`config.mk`:
```
export PLATFORM = sky130hd
export DESIGN_NAME = red_spot_peak_tracker_flat
export DESIGN_NICKNAME = d
export VERILOG_FILES = /design/src/rtl/core/rspt_pkg.sv /design/src/rtl/core/rspt_if.sv /design/src/rtl/core/rspt_divu.sv /design/src/rtl/core/rspt_front.sv /design/src/rtl/core/rspt_queue.sv /design/src/rtl/core/rspt_back.sv /design/src/rtl/core/red_spot_peak_tracker.sv /design/src/flat_wrapper.sv
export VERILOG_INCLUDE_DIRS = /design/src /design/src/rtl/core
export SDC_FILE = /design/constraint.sdc
export NUM_CORES = 1
export LEC_CHECK = 0
export BUFFER_PORTS_ARGS = -buffer_cell sky130_fd_sc_hd__buf_2
export CAP_MARGIN = 20
export CORE_MARGIN = 2
export CORE_UTILIZATION = 35
export CTS_BUF_LIST = sky130_fd_sc_hd__clkbuf_4 sky130_fd_sc_hd__clkbuf_8 sky130_fd_sc_hd__clkbuf_16
export DETAILED_ROUTE_END_ITERATION = 7
export PLACE_DENSITY = 0.58
export SLEW_MARGIN = 20
export SYNTH_ARGS = -nofsm -noshare
export SYNTH_HDL_FRONTEND = slang
export SYNTH_HIERARCHICAL = 1
export SYNTH_SLANG_ARGS = --single-unit
```
`constraint.sdc`:
```
create_clock -name clk -period 17.6 [get_ports clk]
set_clock_uncertainty 0.2 [all_clocks]
set_input_delay 3.52 -clock clk [delete_from_list [all_inputs] [get_ports clk]]
set_output_delay 3.52 -clock clk [all_outputs]
set_load 0.05 [all_outputs]
```
`src/rtl/core/red_spot_peak_tracker_macros.svh`:
```
// assertion macros for the red spot peak tracker
`ifndef RED_SPOT_PEAK_TRACKER_MACROS_SVH
`define RED_SPOT_PEAK_TRACKER_MACROS_SVH
`ifndef SYNTHESIS
`define RSPT_ASSERT(label, clk, rst_n, prop) \
    label: assert property (@(posedge clk) disable iff (!rst_n) prop) \
        else $error("assertion failed");
`define RSPT_ASSERT_ALWAYS(label, clk, prop) \
    label: assert property (@(posedge clk) prop) else $error("assertion failed");
`else
`define RSPT_ASSERT(label, clk, rst_n, prop)
`define RSPT_ASSERT_ALWAYS(label, clk, prop)
`endif
`endif

```
`src/rtl/core/rspt_pkg.sv`:
```
package rspt_pkg;
    localparam int ROW_WIDTH = 320;
    localparam int COL_LIMIT_I = (ROW_WIDTH - 1 > 511) ? 511 : ROW_WIDTH - 1;
    localparam logic [8:0] COL_LIMIT = COL_LIMIT_I[8:0];
    localparam logic [8:0] CENTER_X_RESET = 9'd159;
    localparam logic [7:0] CENTER_Y_RESET = 8'd119;
    localparam logic [0:0] REG_CENTER_X = 1'b0;
    localparam logic [0:0] REG_CENTER_Y = 1'b1;
    localparam int QDEPTH = 2;

    typedef struct packed {
        logic [15:0] pixel;
        logic [7:0]  row;
        logic        last_in_row;
    } in_beat_t;

    typedef struct packed {
        logic [8:0]  best_x;
        logic [7:0]  best_y;
        logic [11:0] best_score;
        logic [12:0] distance_q4;
    } out_beat_t;

    // classified pixel handed from front to back
    typedef struct packed {
        logic [8:0] sum_sv;    // sat + val
        logic [5:0] d;         // max - min, 0 marks a gray pixel
        logic [11:0] num60;    // 60 * hue numerator
        logic       red_dom;
        logic [8:0] col;
        logic [7:0] row;
        logic       last;
    } job_t;

    typedef enum logic [1:0] {
        F_TAKE, F_START, F_DIV, F_CALC
    } fstate_t;

    typedef enum logic [2:0] {
        ST_IDLE, ST_DIV, ST_UPD, ST_SQRT, ST_OUT
    } bstate_t;
endpackage

```
`src/rtl/core/rspt_if.sv`:
```
interface rspt_in_if;
    logic             valid;
    logic             ready;
    rspt_pkg::in_beat_t data;
    modport source (output valid, output data, input ready);
    modport sink (input valid, input data, output ready);
endinterface

interface rspt_out_if;
    logic              valid;
    logic              ready;
    rspt_pkg::out_beat_t data;
    modport source (output valid, output data, input ready);
    modport sink (input valid, input data, output ready);
endinterface

```
`src/rtl/core/rspt_divu.sv`:
```
// restoring divider, one quotient bit per cycle, 15-bit dividend
module rspt_divu (
    input  logic        clk,
    input  logic        rst_n,
    input  logic        start,
    input  logic [14:0] dividend,
    input  logic [5:0]  divisor,
    output logic        done,
    output logic [14:0] quotient
);
    logic [3:0]  cnt_reg, cnt_next;
    logic        busy_reg, busy_next;
    logic [14:0] q_reg, q_next;
    logic [6:0]  rem_reg, rem_next;
    logic [5:0]  dv_reg, dv_next;
    logic [6:0]  trial;

    always_comb
    begin
        trial = {rem_reg[5:0], q_reg[14]};
        busy_next = busy_reg;
        cnt_next = cnt_reg;
        q_next = q_reg;
        rem_next = rem_reg;
        dv_next = dv_reg;
        done = 1'b0;
        if (start)
        begin
            busy_next = 1'b1;
            cnt_next = 4'd0;
            q_next = dividend;
            rem_next = 7'd0;
            dv_next = divisor;
        end
        else if (busy_reg)
        begin
            if (trial >= {1'b0, dv_reg})
            begin
                rem_next = trial - {1'b0, dv_reg};
                q_next = {q_reg[13:0], 1'b1};
            end
            else
            begin
                rem_next = trial;
                q_next = {q_reg[13:0], 1'b0};
            end
            cnt_next = cnt_reg + 4'd1;
            if (cnt_reg == 4'd14)
            begin
                busy_next = 1'b0;
                done = 1'b1;
            end
        end
    end

    assign quotient = q_next;

    always_ff @(posedge clk or negedge rst_n)
    begin
        if (!rst_n)
        begin
            busy_reg <= 1'b0;
            cnt_reg <= 4'd0;
        end
        else
        begin
            busy_reg <= busy_next;
            cnt_reg <= cnt_next;
        end
    end

    always_ff @(posedge clk)
    begin
        q_reg <= q_next;
        rem_reg <= rem_next;
        dv_reg <= dv_next;
    end
endmodule

```
`src/rtl/core/rspt_front.sv`:
```
`include "red_spot_peak_tracker_macros.svh"
// front: column count, rgb split and saturation/value terms
module rspt_front (
    input  logic              clk,
    input  logic              rst_n,
    rspt_in_if.sink           in_ch,
    output logic              q_push,
    output rspt_pkg::job_t    q_data,
    input  logic              q_full
);
    rspt_pkg::fstate_t  st_reg, st_next;
    logic [8:0]       col_reg, col_next;
    rspt_pkg::in_beat_t hold_reg;
    logic [4:0]       r, b;
    logic [5:0]       r6, g, b6, mx, mn, d, hue_a, hue_b;
    logic [22:0]      val_p;
    logic [8:0]       val;
    logic [14:0]      sat_num;
    logic [8:0]       sat;
    logic             div_start, div_done;
    logic [14:0]      div_q;

    assign in_ch.ready = (st_reg == rspt_pkg::F_TAKE);

    // saturation 360*d/max, one quotient bit per cycle
    rspt_divu u_div (
        .clk(clk), .rst_n(rst_n), .start(div_start),
        .dividend(sat_num), .divisor(mx),
        .done(div_done), .quotient(div_q)
    );

    always_comb
    begin
        r = hold_reg.pixel[15:11];
        g = hold_reg.pixel[10:5];
        b = hold_reg.pixel[4:0];
        r6 = {1'b0, r};
        b6 = {1'b0, b};
        mx = r6;
        mn = r6;
        if (g > mx) mx = g;
        if (b6 > mx) mx = b6;
        if (g < mn) mn = g;
        if (b6 < mn) mn = b6;
        d = mx - mn;
        hue_a = d - (g - b6);
        hue_b = b6 - g;
        // max*366/255 by reciprocal multiply, exact for max below 64
        val_p = {17'd0, mx} * 23'd94064;
        val = {2'b0, val_p[22:16]};
        sat_num = {9'd0, d} * 15'd360;
        sat = (mx == 6'd0) ? 9'd0 : div_q[8:0];
    end

    always_comb
    begin
        q_data.col = col_reg;
        q_data.row = hold_reg.row;
        q_data.last = hold_reg.last_in_row;
        q_data.red_dom = (d != 6'd0) && (mx == r6);
        q_data.d = d;
        q_data.num60 = (g >= b6) ? {6'd0, hue_a} * 12'd60 : {6'd0, hue_b} * 12'd60;
        q_data.sum_sv = sat + val;
        if (d == 6'd0)
            q_data.num60 = 12'd0;
    end

    always_comb
    begin
        st_next = st_reg;
        case (st_reg)
            rspt_pkg::F_TAKE: if (in_ch.valid) st_next = rspt_pkg::F_START;
            rspt_pkg::F_START: st_next = rspt_pkg::F_DIV;
            rspt_pkg::F_DIV: if (div_done) st_next = rspt_pkg::F_CALC;
            rspt_pkg::F_CALC: if (!q_full) st_next = rspt_pkg::F_TAKE;
            default: st_next = rspt_pkg::F_TAKE;
        endcase
    end

    always_comb
    begin
        q_push = (st_reg == rspt_pkg::F_CALC) && !q_full;
        div_start = (st_reg == rspt_pkg::F_START);
        col_next = col_reg;
        if (q_push)
        begin
            if (hold_reg.last_in_row)
                col_next = 9'd0;
            else if (col_reg < rspt_pkg::COL_LIMIT)
                col_next = col_reg + 9'd1;
        end
    end

    always_ff @(posedge clk or negedge rst_n)
    begin
        if (!rst_n)
        begin
            st_reg <= rspt_pkg::F_TAKE;
            col_reg <= 9'd0;
        end
        else
        begin
            st_reg <= st_next;
            col_reg <= col_next;
        end
    end

    always_ff @(posedge clk)
    begin
        if (in_ch.valid && in_ch.ready)
            hold_reg <= in_ch.data;
    end

    `RSPT_ASSERT(a_col_limit, clk, rst_n, col_reg <= rspt_pkg::COL_LIMIT)
    `RSPT_ASSERT(a_push_calc, clk, rst_n, q_push |-> st_reg == rspt_pkg::F_CALC)
    `RSPT_ASSERT(a_take_then_start, clk, rst_n, (in_ch.valid && in_ch.ready) |=> st_reg == rspt_pkg::F_START)
endmodule

```
`src/rtl/core/rspt_queue.sv`:
```
`include "red_spot_peak_tracker_macros.svh"
// two-entry job queue between front and back
module rspt_queue (
    input  logic           clk,
    input  logic           rst_n,
    input  logic           push,
    input  rspt_pkg::job_t push_data,
    output logic           full,
    input  logic           pop,
    output logic           empty,
    output rspt_pkg::job_t pop_data
);
    rspt_pkg::job_t mem_reg [rspt_pkg::QDEPTH];
    logic           wp_reg, rp_reg;
    logic [1:0]     cnt_reg;

    assign full = (cnt_reg == 2'd2);
    assign empty = (cnt_reg == 2'd0);
    assign pop_data = mem_reg[rp_reg];

    always_ff @(posedge clk or negedge rst_n)
    begin
        if (!rst_n)
        begin
            wp_reg <= 1'b0;
            rp_reg <= 1'b0;
            cnt_reg <= 2'd0;
        end
        else
        begin
            if (push) wp_reg <= ~wp_reg;
            if (pop) rp_reg <= ~rp_reg;
            cnt_reg <= cnt_reg + {1'b0, push} - {1'b0, pop};
        end
    end

    always_ff @(posedge clk)
    begin
        if (push)
            mem_reg[wp_reg] <= push_data;
    end

    `RSPT_ASSERT(a_no_overflow, clk, rst_n, push |-> !full)
    `RSPT_ASSERT(a_no_underflow, clk, rst_n, pop |-> !empty)
    `RSPT_ASSERT(a_cnt_range, clk, rst_n, cnt_reg != 2'd3)
endmodule

```
`src/rtl/core/rspt_back.sv`:
```
`include "red_spot_peak_tracker_macros.svh"
// back: hue divide, maximum update, distance root, result register
module rspt_back (
    input  logic           clk,
    input  logic           rst_n,
    input  logic           q_empty,
    input  rspt_pkg::job_t job,
    output logic           q_pop,
    input  logic [8:0]     center_x,
    input  logic [7:0]     center_y,
    rspt_out_if.source     out_ch
);
    rspt_pkg::bstate_t st_reg, st_next;
    rspt_pkg::job_t    job_reg;
    logic [11:0]       top_score_reg;
    logic [8:0]        top_col_reg;
    logic [7:0]        top_row_reg;
    logic              div_start, div_done;
    logic [14:0]       div_q;
    logic [11:0]       hw_reg;
    logic [11:0]       score;
    logic              upd_hit;
    logic [8:0]        col_cur;
    logic [7:0]        row_cur;
    logic [9:0]        dx, dy;
    logic [9:0]        adx, ady;
    logic [19:0]       sqx, sqy, d2;
    logic [27:0]       rad_reg;
    logic [27:0]       res_reg;
    logic [27:0]       bit_reg;
    logic [27:0]       trial;
    logic              valid_reg;
    rspt_pkg::out_beat_t obuf_reg;

    // operands come straight from the queue head, latched at the pop
    rspt_divu u_div (
        .clk(clk), .rst_n(rst_n), .start(div_start),
        .dividend({3'd0, job.num60}), .divisor(job.d),
        .done(div_done), .quotient(div_q)
    );

    always_comb
    begin
        st_next = st_reg;
        case (st_reg)
            rspt_pkg::ST_IDLE: if (!q_empty) st_next = rspt_pkg::ST_DIV;
            rspt_pkg::ST_DIV:
                if (!job_reg.red_dom || div_done) st_next = rspt_pkg::ST_UPD;
            rspt_pkg::ST_UPD:
                if (job_reg.last) st_next = rspt_pkg::ST_SQRT;
                else st_next = rspt_pkg::ST_IDLE;
            rspt_pkg::ST_SQRT: if (bit_reg == 28'd0) st_next = rspt_pkg::ST_OUT;
            rspt_pkg::ST_OUT: if (!valid_reg) st_next = rspt_pkg::ST_IDLE;
            default: st_next = rspt_pkg::ST_IDLE;
        endcase
    end

    always_comb
    begin
        q_pop = (st_reg == rspt_pkg::ST_IDLE) && !q_empty;
        div_start = q_pop;
        score = 12'(hw_reg * 7'd60) + {3'd0, job_reg.sum_sv};
        // distance uses the position as it stands after this update
        upd_hit = (st_reg == rspt_pkg::ST_UPD) && (score > top_score_reg);
        col_cur = upd_hit ? job_reg.col : top_col_reg;
        row_cur = upd_hit ? job_reg.row : top_row_reg;
        dx = {1'b0, col_cur} - {1'b0, center_x};
        dy = {2'b0, row_cur} - {2'b0, center_y};
        adx = dx[9] ? 10'(-dx) : dx;
        ady = dy[9] ? 10'(-dy) : dy;
        sqx = {10'd0, adx} * {10'd0, adx};
        sqy = {10'd0, ady} * {10'd0, ady};
        d2 = sqx + sqy;
        trial = res_reg + bit_reg;
    end

    always_ff @(posedge clk or negedge rst_n)
    begin
        if (!rst_n)
        begin
            st_reg <= rspt_pkg::ST_IDLE;
            top_score_reg <= 12'd0;
            top_col_reg <= 9'd0;
            top_row_reg <= 8'd0;
            valid_reg <= 1'b0;
        end
        else
        begin
            st_reg <= st_next;
            if (upd_hit)
            begin
                top_score_reg <= score;
                top_col_reg <= job_reg.col;
                top_row_reg <= job_reg.row;
            end
            if (valid_reg && out_ch.ready)
                valid_reg <= 1'b0;
            else if (st_reg == rspt_pkg::ST_OUT && !valid_reg)
                valid_reg <= 1'b1;
        end
    end

    always_ff @(posedge clk)
    begin
        if (q_pop)
            job_reg <= job;
        if (st_reg == rspt_pkg::ST_DIV)
            hw_reg <= !job_reg.red_dom ? ((job_reg.d == 6'd0) ? 12'd60 : 12'd0) : div_q[11:0];
        if (st_reg == rspt_pkg::ST_UPD)
        begin
            // radicand is 256 * squared distance
            rad_reg <= {d2, 8'd0};
            res_reg <= 28'd0;
            bit_reg <= 28'd1 << 26;
        end
        else if (st_reg == rspt_pkg::ST_SQRT && bit_reg != 28'd0)
        begin
            if (rad_reg >= trial)
            begin
                rad_reg <= rad_reg - trial;
                res_reg <= (res_reg >> 1) + bit_reg;
            end
            else
                res_reg <= res_reg >> 1;
            bit_reg <= bit_reg >> 2;
        end
        if (st_reg == rspt_pkg::ST_OUT && !valid_reg)
        begin
            obuf_reg.best_x <= top_col_reg;
            obuf_reg.best_y <= top_row_reg;
            obuf_reg.best_score <= top_score_reg;
            obuf_reg.distance_q4 <= (res_reg > 28'd8191) ? 13'h1FFF : res_reg[12:0];
        end
    end

    assign out_ch.valid = valid_reg;
    assign out_ch.data = obuf_reg;

    `RSPT_ASSERT(a_hold_out, clk, rst_n, (valid_reg && !out_ch.ready) |=> valid_reg)
    `RSPT_ASSERT(a_pop_idle, clk, rst_n, q_pop |-> st_reg == rspt_pkg::ST_IDLE)
    `RSPT_ASSERT(a_score_range, clk, rst_n, top_score_reg <= 12'd4050)
endmodule

```
`src/rtl/core/red_spot_peak_tracker.sv`:
```
// a row-end beat passes the front, the queue and the back's hue divide, update,
// distance root and output states before its result beat; the back does not
// wait for the hue divide when that pixel is not red dominant; the front takes a
// new pixel only once the last is pushed, and a 2-entry queue decouples the two
// reset: asynchronous active low; best position/score and column count clear,
// centre registers return to (159, 119)
module red_spot_peak_tracker (
    input  logic       clk,
    input  logic       rst_n,
    rspt_in_if.sink    in_ch,
    rspt_out_if.source out_ch,
    input  logic       cfg_we,
    input  logic [0:0] cfg_index,
    input  logic [8:0] cfg_data
);
    // centre point registers
    logic [8:0]     center_x_reg;
    logic [7:0]     center_y_reg;
    // queue handshake between front and back
    logic           q_push, q_full, q_pop, q_empty;
    rspt_pkg::job_t q_in, q_out;

    always_ff @(posedge clk or negedge rst_n)
    begin
        if (!rst_n)
        begin
            center_x_reg <= rspt_pkg::CENTER_X_RESET;
            center_y_reg <= rspt_pkg::CENTER_Y_RESET;
        end
        else if (cfg_we)
        begin
            case (cfg_index)
                rspt_pkg::REG_CENTER_X: center_x_reg <= cfg_data;
                rspt_pkg::REG_CENTER_Y: center_y_reg <= cfg_data[7:0];
                default: ;
            endcase
        end
    end

    // front: takes a pixel beat, splits rgb, builds the job
    rspt_front u_front (
        .clk(clk), .rst_n(rst_n), .in_ch(in_ch),
        .q_push(q_push), .q_data(q_in), .q_full(q_full)
    );

    // short queue so front and back stall independently
    rspt_queue u_queue (
        .clk(clk), .rst_n(rst_n), .push(q_push), .push_data(q_in), .full(q_full),
        .pop(q_pop), .empty(q_empty), .pop_data(q_out)
    );

    // back: finishes score, tracks the peak, emits row-end result beats
    rspt_back u_back (
        .clk(clk), .rst_n(rst_n), .q_empty(q_empty), .job(q_out), .q_pop(q_pop),
        .center_x(center_x_reg), .center_y(center_y_reg), .out_ch(out_ch)
    );
endmodule
```
`src/flat_wrapper.sv`:
```
// flat-port wrapper written by rule: the top's interface ports become plain ports
module red_spot_peak_tracker_flat 
  (clk, rst_n, cfg_we, cfg_index, cfg_data, in_ch_valid, in_ch_data, in_ch_ready, out_ch_valid, out_ch_data, out_ch_ready);
  rspt_in_if in_ch_i ();
  rspt_out_if out_ch_i ();
  input  logic clk;
  input  logic rst_n;
  input  logic cfg_we;
  input  logic [0:0] cfg_index;
  input  logic [8:0] cfg_data;
  input wire logic [$bits(in_ch_i.valid)-1:0] in_ch_valid;
  input wire logic [$bits(in_ch_i.data)-1:0] in_ch_data;
  output wire logic [$bits(in_ch_i.ready)-1:0] in_ch_ready;
  output wire logic [$bits(out_ch_i.valid)-1:0] out_ch_valid;
  output wire logic [$bits(out_ch_i.data)-1:0] out_ch_data;
  input wire logic [$bits(out_ch_i.ready)-1:0] out_ch_ready;
  assign in_ch_i.valid = in_ch_valid;
  assign in_ch_i.data = in_ch_data;
  assign in_ch_ready = in_ch_i.ready;
  assign out_ch_valid = out_ch_i.valid;
  assign out_ch_data = out_ch_i.data;
  assign out_ch_i.ready = out_ch_ready;
  red_spot_peak_tracker u_core (.clk(clk), .rst_n(rst_n), .in_ch(in_ch_i), .out_ch(out_ch_i), .cfg_we(cfg_we), .cfg_index(cfg_index), .cfg_data(cfg_data));
endmodule
```
==> out/metrics.cfg, run 1 <==
[min_path]
hp-class=register to register
hold_end=u_core/u_queue/mem_reg[0][4]$_DFFE_PP_
whs_path_depth=0
hp-start=u_core/u_front/q_data[4]$_DFFE_PP_

[cells_and_area]
final_nets=3741
n_antenna_cell=0
largest_register_ffs=92
synthToLayoutAreaGrowth_pct=10.9
drive_gt1_share_pct=12.1
fin_util_pct=39.2
num-fill-cells=8847

[setup_path]
critPathLaunch=u_core/u_back/hw_reg[3]$_DFFE_PP_
required_ns=17.70
reg2reg_slack_ns=3.55
crit_arrival_ns=14.16
r2r_cells=53
cp_top_family=adder cells
cpMostUsedCell=fa_1
critical_path_class=register to register
start_kind=register
critPathSlowestCell=xor2_1
crit_fanout=37
path_buf_inv=10
max_stage_delay_ns=0.62
r2r-end=u_core/u_back/rad_reg[26]$_DFFE_PP_
r2r-start=u_core/u_back/hw_reg[3]$_DFFE_PP_
endpoint_kind=register

[drt]
wirelength_um=67900
drc=0
via_count=21500
drt-wirelength-per-cell_um=15.4
postRouteAntennaNets=0
via_per_inst=4.89
drt_iter0_markers=1263
drt_pass1_iterations=5

[grt]
grt_pass1_wl_um=111000
grt_start_max_net_pins=70
overflow=0
track_usage_pct=14.6
grt_pass1_vias=21400
antenna_found_initial=2

[placement]
post-dp-hpwl_um=52500
io_buffers=83
gp_congestion=0.855
dpl_worst_slack_ns=3.53

[cts]
cts.sinks=402
max-clock-path-buffers=3
cts_tree=done
cts_hold_buf=0
post_cts_buffers=0
cts_resized=0
cts.htree.levels=2
cts-root-buf=clkbuf_16
numCtsBuffers=48
cts.reportedPaths.clkPinSlew_ns=0.06
insertion_delay_ns=0.61

[yosys]
syn_inst=3091
yosys-top-cells-count=inv_1 (434), ha_1 (324), edfxtp_1 (235)
syn_avg_cell_area_sq_um=10.3
ys_ff_latch=402
yosys-top-cells-area=edfxtp_1 (22%), ha_1 (13%), fa_1 (12%), dfxtp_1 (5.8%), inv_1 (5.1%)
ys.flop_type=edfxtp_1
synth_edf_count=235
yosys.area.top_type_share_pct=22.2
synth_area_sq_um=31700
ys_types=104
post-synth-top-area-cell=edfxtp_1
synth_most_common_cell=inv_1
synthArstFlopShare_pct=18.7
seq_area_frac_synth_pct=34.0
synth_warnings=6

[timing]
fin_hold_ws_ns=0.245
fmax_mhz=71.2
hold_viol=0
min_period_over_period_pct=79.8
setup_tns_ns=0
setup_viol=0
setup_ws_ns=3.55
max_slew_margin_pct=32.5
slew_viol_final=0
rsz0062_at_grt=false
tightest_slew_ns=1.01
timing.final.crit_period_ns=14.05

[outcome]
status=finished, final reports clean

[die]
fp-row-count=110
die_width_um=305
io_pins=84
fp.dieH_um=305
core_area_sq_um=89900
dieArea_sq_um=93100
start_util_pct=35.3

[flow_run]
drv_cap=0

cell families after synthesis:
group	count (synthesis)	share of synthesized area, %
muxes	147	5.46
adders and majority gates	519	25.1
and+or+nand+nor	684	10.7
DFF	402	34.0
xor gates and xnor gates	207	5.83
other	3	0.0355
AOI/OAI and AO/OA	597	12.2
buffers and inverters	532	6.75
worst max path at each step:
stage,end,slack [ns],depth (start not counted)
after floorplan,u_core/u_back/rad_reg[27]$_DFFE_PP_,4.40,51
after global placement,u_core/u_back/rad_reg[26]$_DFFE_PP_,3.78,53
after detailed placement,u_core/u_back/rad_reg[26]$_DFFE_PP_,3.53,53
after CTS,u_core/u_back/rad_reg[26]$_DFFE_PP_,3.45,53
after global routing,u_core/u_back/rad_reg[26]$_DFFE_PP_,2.50,52
final,u_core/u_back/rad_reg[26]$_DFFE_PP_,3.55,53
placed cells by master, fill, tap and decap left out, types with 33 or more instances in the layout:
| cell type | instances |
|---|---|
| or2_2 | 33 |
| mux2i_1 | 55 |
| mux2_4 | 39 |
| buf_2 | 82 |
| edfxtp_1 | 235 |
| nor2b_1 | 51 |
| dfrtp_1 | 62 |
| dfxtp_1 | 92 |
| nand2b_1 | 39 |
| nor3_1 | 40 |
| a21o_1 | 70 |
| nor2_1 | 176 |
| fa_1 | 195 |
| nand3_1 | 51 |
| a21oi_1 | 158 |
| ha_1 | 324 |
| nand2_1 | 180 |
| o21ai_0 | 134 |
| inv_1 | 434 |
| clkbuf_16 | 49 |
| xor2_1 | 90 |
| xnor2_1 | 114 |
| mux2_2 | 53 |
per-stage QoR:
stage,cells,instance area (sq um)
floorplan,3118,31800
detailed placement,4308,33500
global route,4398,35200
CTS,4398,35200
finish,4398,35200
global placement,4308,33500
area by class of cell:
class | instances | area, sq um | area share [%]
timing repair buffer | 110 | 621 | 1.76
clock inverter | 26 | 355 | 1.01
sequential | 402 | 10800 | 30.7
inverter | 436 | 1640 | 4.65
clock buffer | 64 | 1380 | 3.91
multi-input combinational | 2184 | 18900 | 53.8
tap | 1176 | 1470 | 4.18
routing by layer:
| layer | routed length (um) | GRT usage (%) | up-vias | share of wire (%) |
|---|---|---|---|---|
| met5 | 0 | 0 | - | 0 |
| met4 | 1460 | 3.79 | 0 | 2.1 |
| met3 | 2050 | 1.75 | 83 | 3.0 |
| met2 | 32700 | 25.1 | 252 | 48 |
| met1 | 31600 | 19.5 | 10400 | 47 |
| li1 | - | - | 10800 | - |
worst register-to-register path, delay by kind of cell, from the launching register on:
kind                     cells  cell delay [ns]
flip-flops                   1             0.43
AO/OA/AOI/OAI               14             2.96
AND/OR/NAND/NOR              9             1.43
adder cells (fa/ha/maj)     15             6.23
multiplexers                 1             0.42
XOR/XNOR                     4             1.09
buffers and inverters       10             1.00
Power of run 1 is not shown: default switching activity piles up to over one toggle a cycle in this logic, so the estimate is an artifact.
==> inputs of run 2 (changes only) <==
clock period = 13.7 ns   (was 17.6 ns; I/O delays follow)
==> run 2 against run 1 <==
Effect of this change:
- via count about the same
- cell count grew 0.70%
- first-iteration DRC count shrank 9.9%
- routed wire length grew 0.81%
- die area stayed put
- highest routed layer is now met5
==> out/metrics.cfg, run 2 (synthesis gave the netlist of run 1 again) <==
[outcome]
status=finished, final reports clean

[timing]
hold_viol=0  ; unchanged
fmax_mhz=76.1  ; +6.9%
setup_viol=0  ; unchanged
max_slew_margin_pct=34.5  ; +2.1 points
min_period_over_period_pct=96.0  ; +16 points
tightest_slew_ns=0.982  ; -0.0275 ns
timing.final.crit_period_ns=13.15  ; -0.903 ns
slew_viol_final=0  ; unchanged

[cells_and_area]
synthToLayoutAreaGrowth_pct=11.9
drive_gt1_share_pct=13.6  ; +1.4 points
multi_input_area_sq_um=19100  ; +0.78%
largest_register_ffs=92  ; unchanged
final_cell_mix=inv_1 (434), ha_1 (322), edfxtp_1 (235)
final_nets=3772  ; +0.83%
regArea_sq_um=10800  ; unchanged
final_common_cell=inv_1
final_area_sq_um=35500  ; +0.90%
num-fill-cells=8785  ; -0.70%

[min_path]
hp-class=register to register
hp-start=u_core/u_back/top_score_reg[5]$_DFFE_PN0N_
hold_end=u_core/u_back/out_ch.data[18]$_DFFE_PP_
whs_path_depth=0  ; unchanged

[cts]
cts.sinks=402  ; unchanged
max-clock-path-buffers=3  ; unchanged
cts-root-buf=clkbuf_16
cts.htree.levels=2  ; unchanged
cts_tree=done
insertion_delay_ns=0.60  ; about the same
cts.reportedPaths.clkPinSlew_ns=0.06  ; about the same
numCtsBuffers=49  ; +2.1%

[placement]
gp_congestion=0.877  ; +2.5%
post-dp-hpwl_um=52900  ; +0.80%
detailed_place.area_sq_um=33600  ; +0.44%
io_buffers=83  ; unchanged

[setup_path]
max_stage_delay_ns=0.55  ; -0.07 ns
required_ns=13.81  ; -3.89 ns
critPathSlowestCell=fa_1
r2r-start=u_core/u_back/hw_reg[2]$_DFFE_PP_
cpMostUsedCell=fa_1
r2r_cells=51  ; -3.8%
crit_arrival_ns=13.26  ; -0.90 ns
start_kind=register
r2r-end=u_core/u_back/rad_reg[26]$_DFFE_PP_
critical_path_class=register to register
endpoint_kind=register
crit_fanout=13  ; -65%
reg2reg_slack_ns=0.55  ; -3.00 ns

[drt]
wirelength_um=68400  ; +0.81%
drt_iter0_markers=1138  ; -9.9%
drc=0  ; unchanged
via_per_inst=4.86  ; -0.62%
postRouteAntennaNets=0  ; unchanged
drt-wirelength-per-cell_um=15.4  ; +0.11%
drt_pass1_iterations=7  ; +2
via_count=21500  ; +0.079%

[flow_run]
drv_cap=0  ; unchanged

[die]
fp-row-count=110  ; unchanged
start_util_pct=35.3  ; unchanged
fp.dieH_um=305  ; unchanged
core_area_sq_um=89900  ; unchanged
die_width_um=305  ; unchanged
io_pins=84  ; unchanged
dieArea_sq_um=93100  ; unchanged

[grt]
grt_pass1_wl_um=113000  ; +1.4%
grt_pass1_vias=21800  ; +1.9%
grt_start_max_net_pins=76  ; +8.6%
antenna_found_initial=1  ; -1
track_usage_pct=14.8  ; +0.17 points
overflow=0  ; unchanged

==> run 2: final cells by class <==
cell class / instances / share of cell area [%]
clock inverters: 23 / 0.631
multi-input cells: 2184 / 53.7
clock buffers: 67 / 3.99
well taps: 1176 / 4.14
diodes: 1 / 0.00705
flip-flops and latches: 402 / 30.4
inverters: 436 / 4.61
repair buffers: 140 / 2.48
==> run 2: what timing repair did <==
| item | 4_1_cts | 5_1_grt |
|---|---|---|
| buffers inserted | 0 | 11 |
| resized for setup | 0 | 28 |
| hold buffers | 0 | 0 |
| setup endpoints to repair | 0 | 10 |
==> run 2: per-stage QoR <==
step	setup slack (ns)	TNS, ns	hold WS (ns)	util, %	std cells
final	0.551	0	0.246	39.5	4429
after global routing	-0.0289	-0.0429	0.260	39.5	4428
after CTS	0.0372	0	0.245	39.2	4416
after detailed placement	0.0734	0	0.232	37.4	4326
after global placement	0.205	0	0.224	37.4	4326
after floorplan	0.496	0	0.221	-	3118
==> run 2: per-layer routing <==
metal	GRT usage (%)	up-vias	routed length (um)
met5	0	-	12
met4	3.59	2	1350
met3	1.82	85	2190
met2	25.4	273	33100
met1	19.7	10300	31800
li1	-	10800	-
==> run 2: worst max path at each step <==
stage,start,end
final,u_core/u_back/hw_reg[2]$_DFFE_PP_,u_core/u_back/rad_reg[26]$_DFFE_PP_
after global routing,u_core/u_back/hw_reg[2]$_DFFE_PP_,u_core/u_back/rad_reg[26]$_DFFE_PP_
after CTS,u_core/u_back/hw_reg[0]$_SDFFCE_PN0P_,u_core/u_back/rad_reg[27]$_DFFE_PP_
after detailed placement,u_core/u_back/hw_reg[0]$_SDFFCE_PN0P_,u_core/u_back/rad_reg[27]$_DFFE_PP_
after global placement,u_core/u_back/hw_reg[3]$_DFFE_PP_,u_core/u_back/rad_reg[27]$_DFFE_PP_
after floorplan,u_core/u_back/hw_reg[3]$_DFFE_PP_,u_core/u_back/rad_reg[27]$_DFFE_PP_
==> run 2: critical path, delay by kind of cell, from the launching register on <==
| family | cells | cell delay, ns |
|---|---|---|
| compound gates | 15 | 3.02 |
| xor+xnor | 4 | 0.70 |
| fa+ha+maj | 14 | 6.29 |
| buf+inv | 9 | 0.69 |
| flops | 1 | 0.44 |
| simple gates | 8 | 1.14 |
| mux | 1 | 0.37 |
Power of run 2 is left out for the same reason.
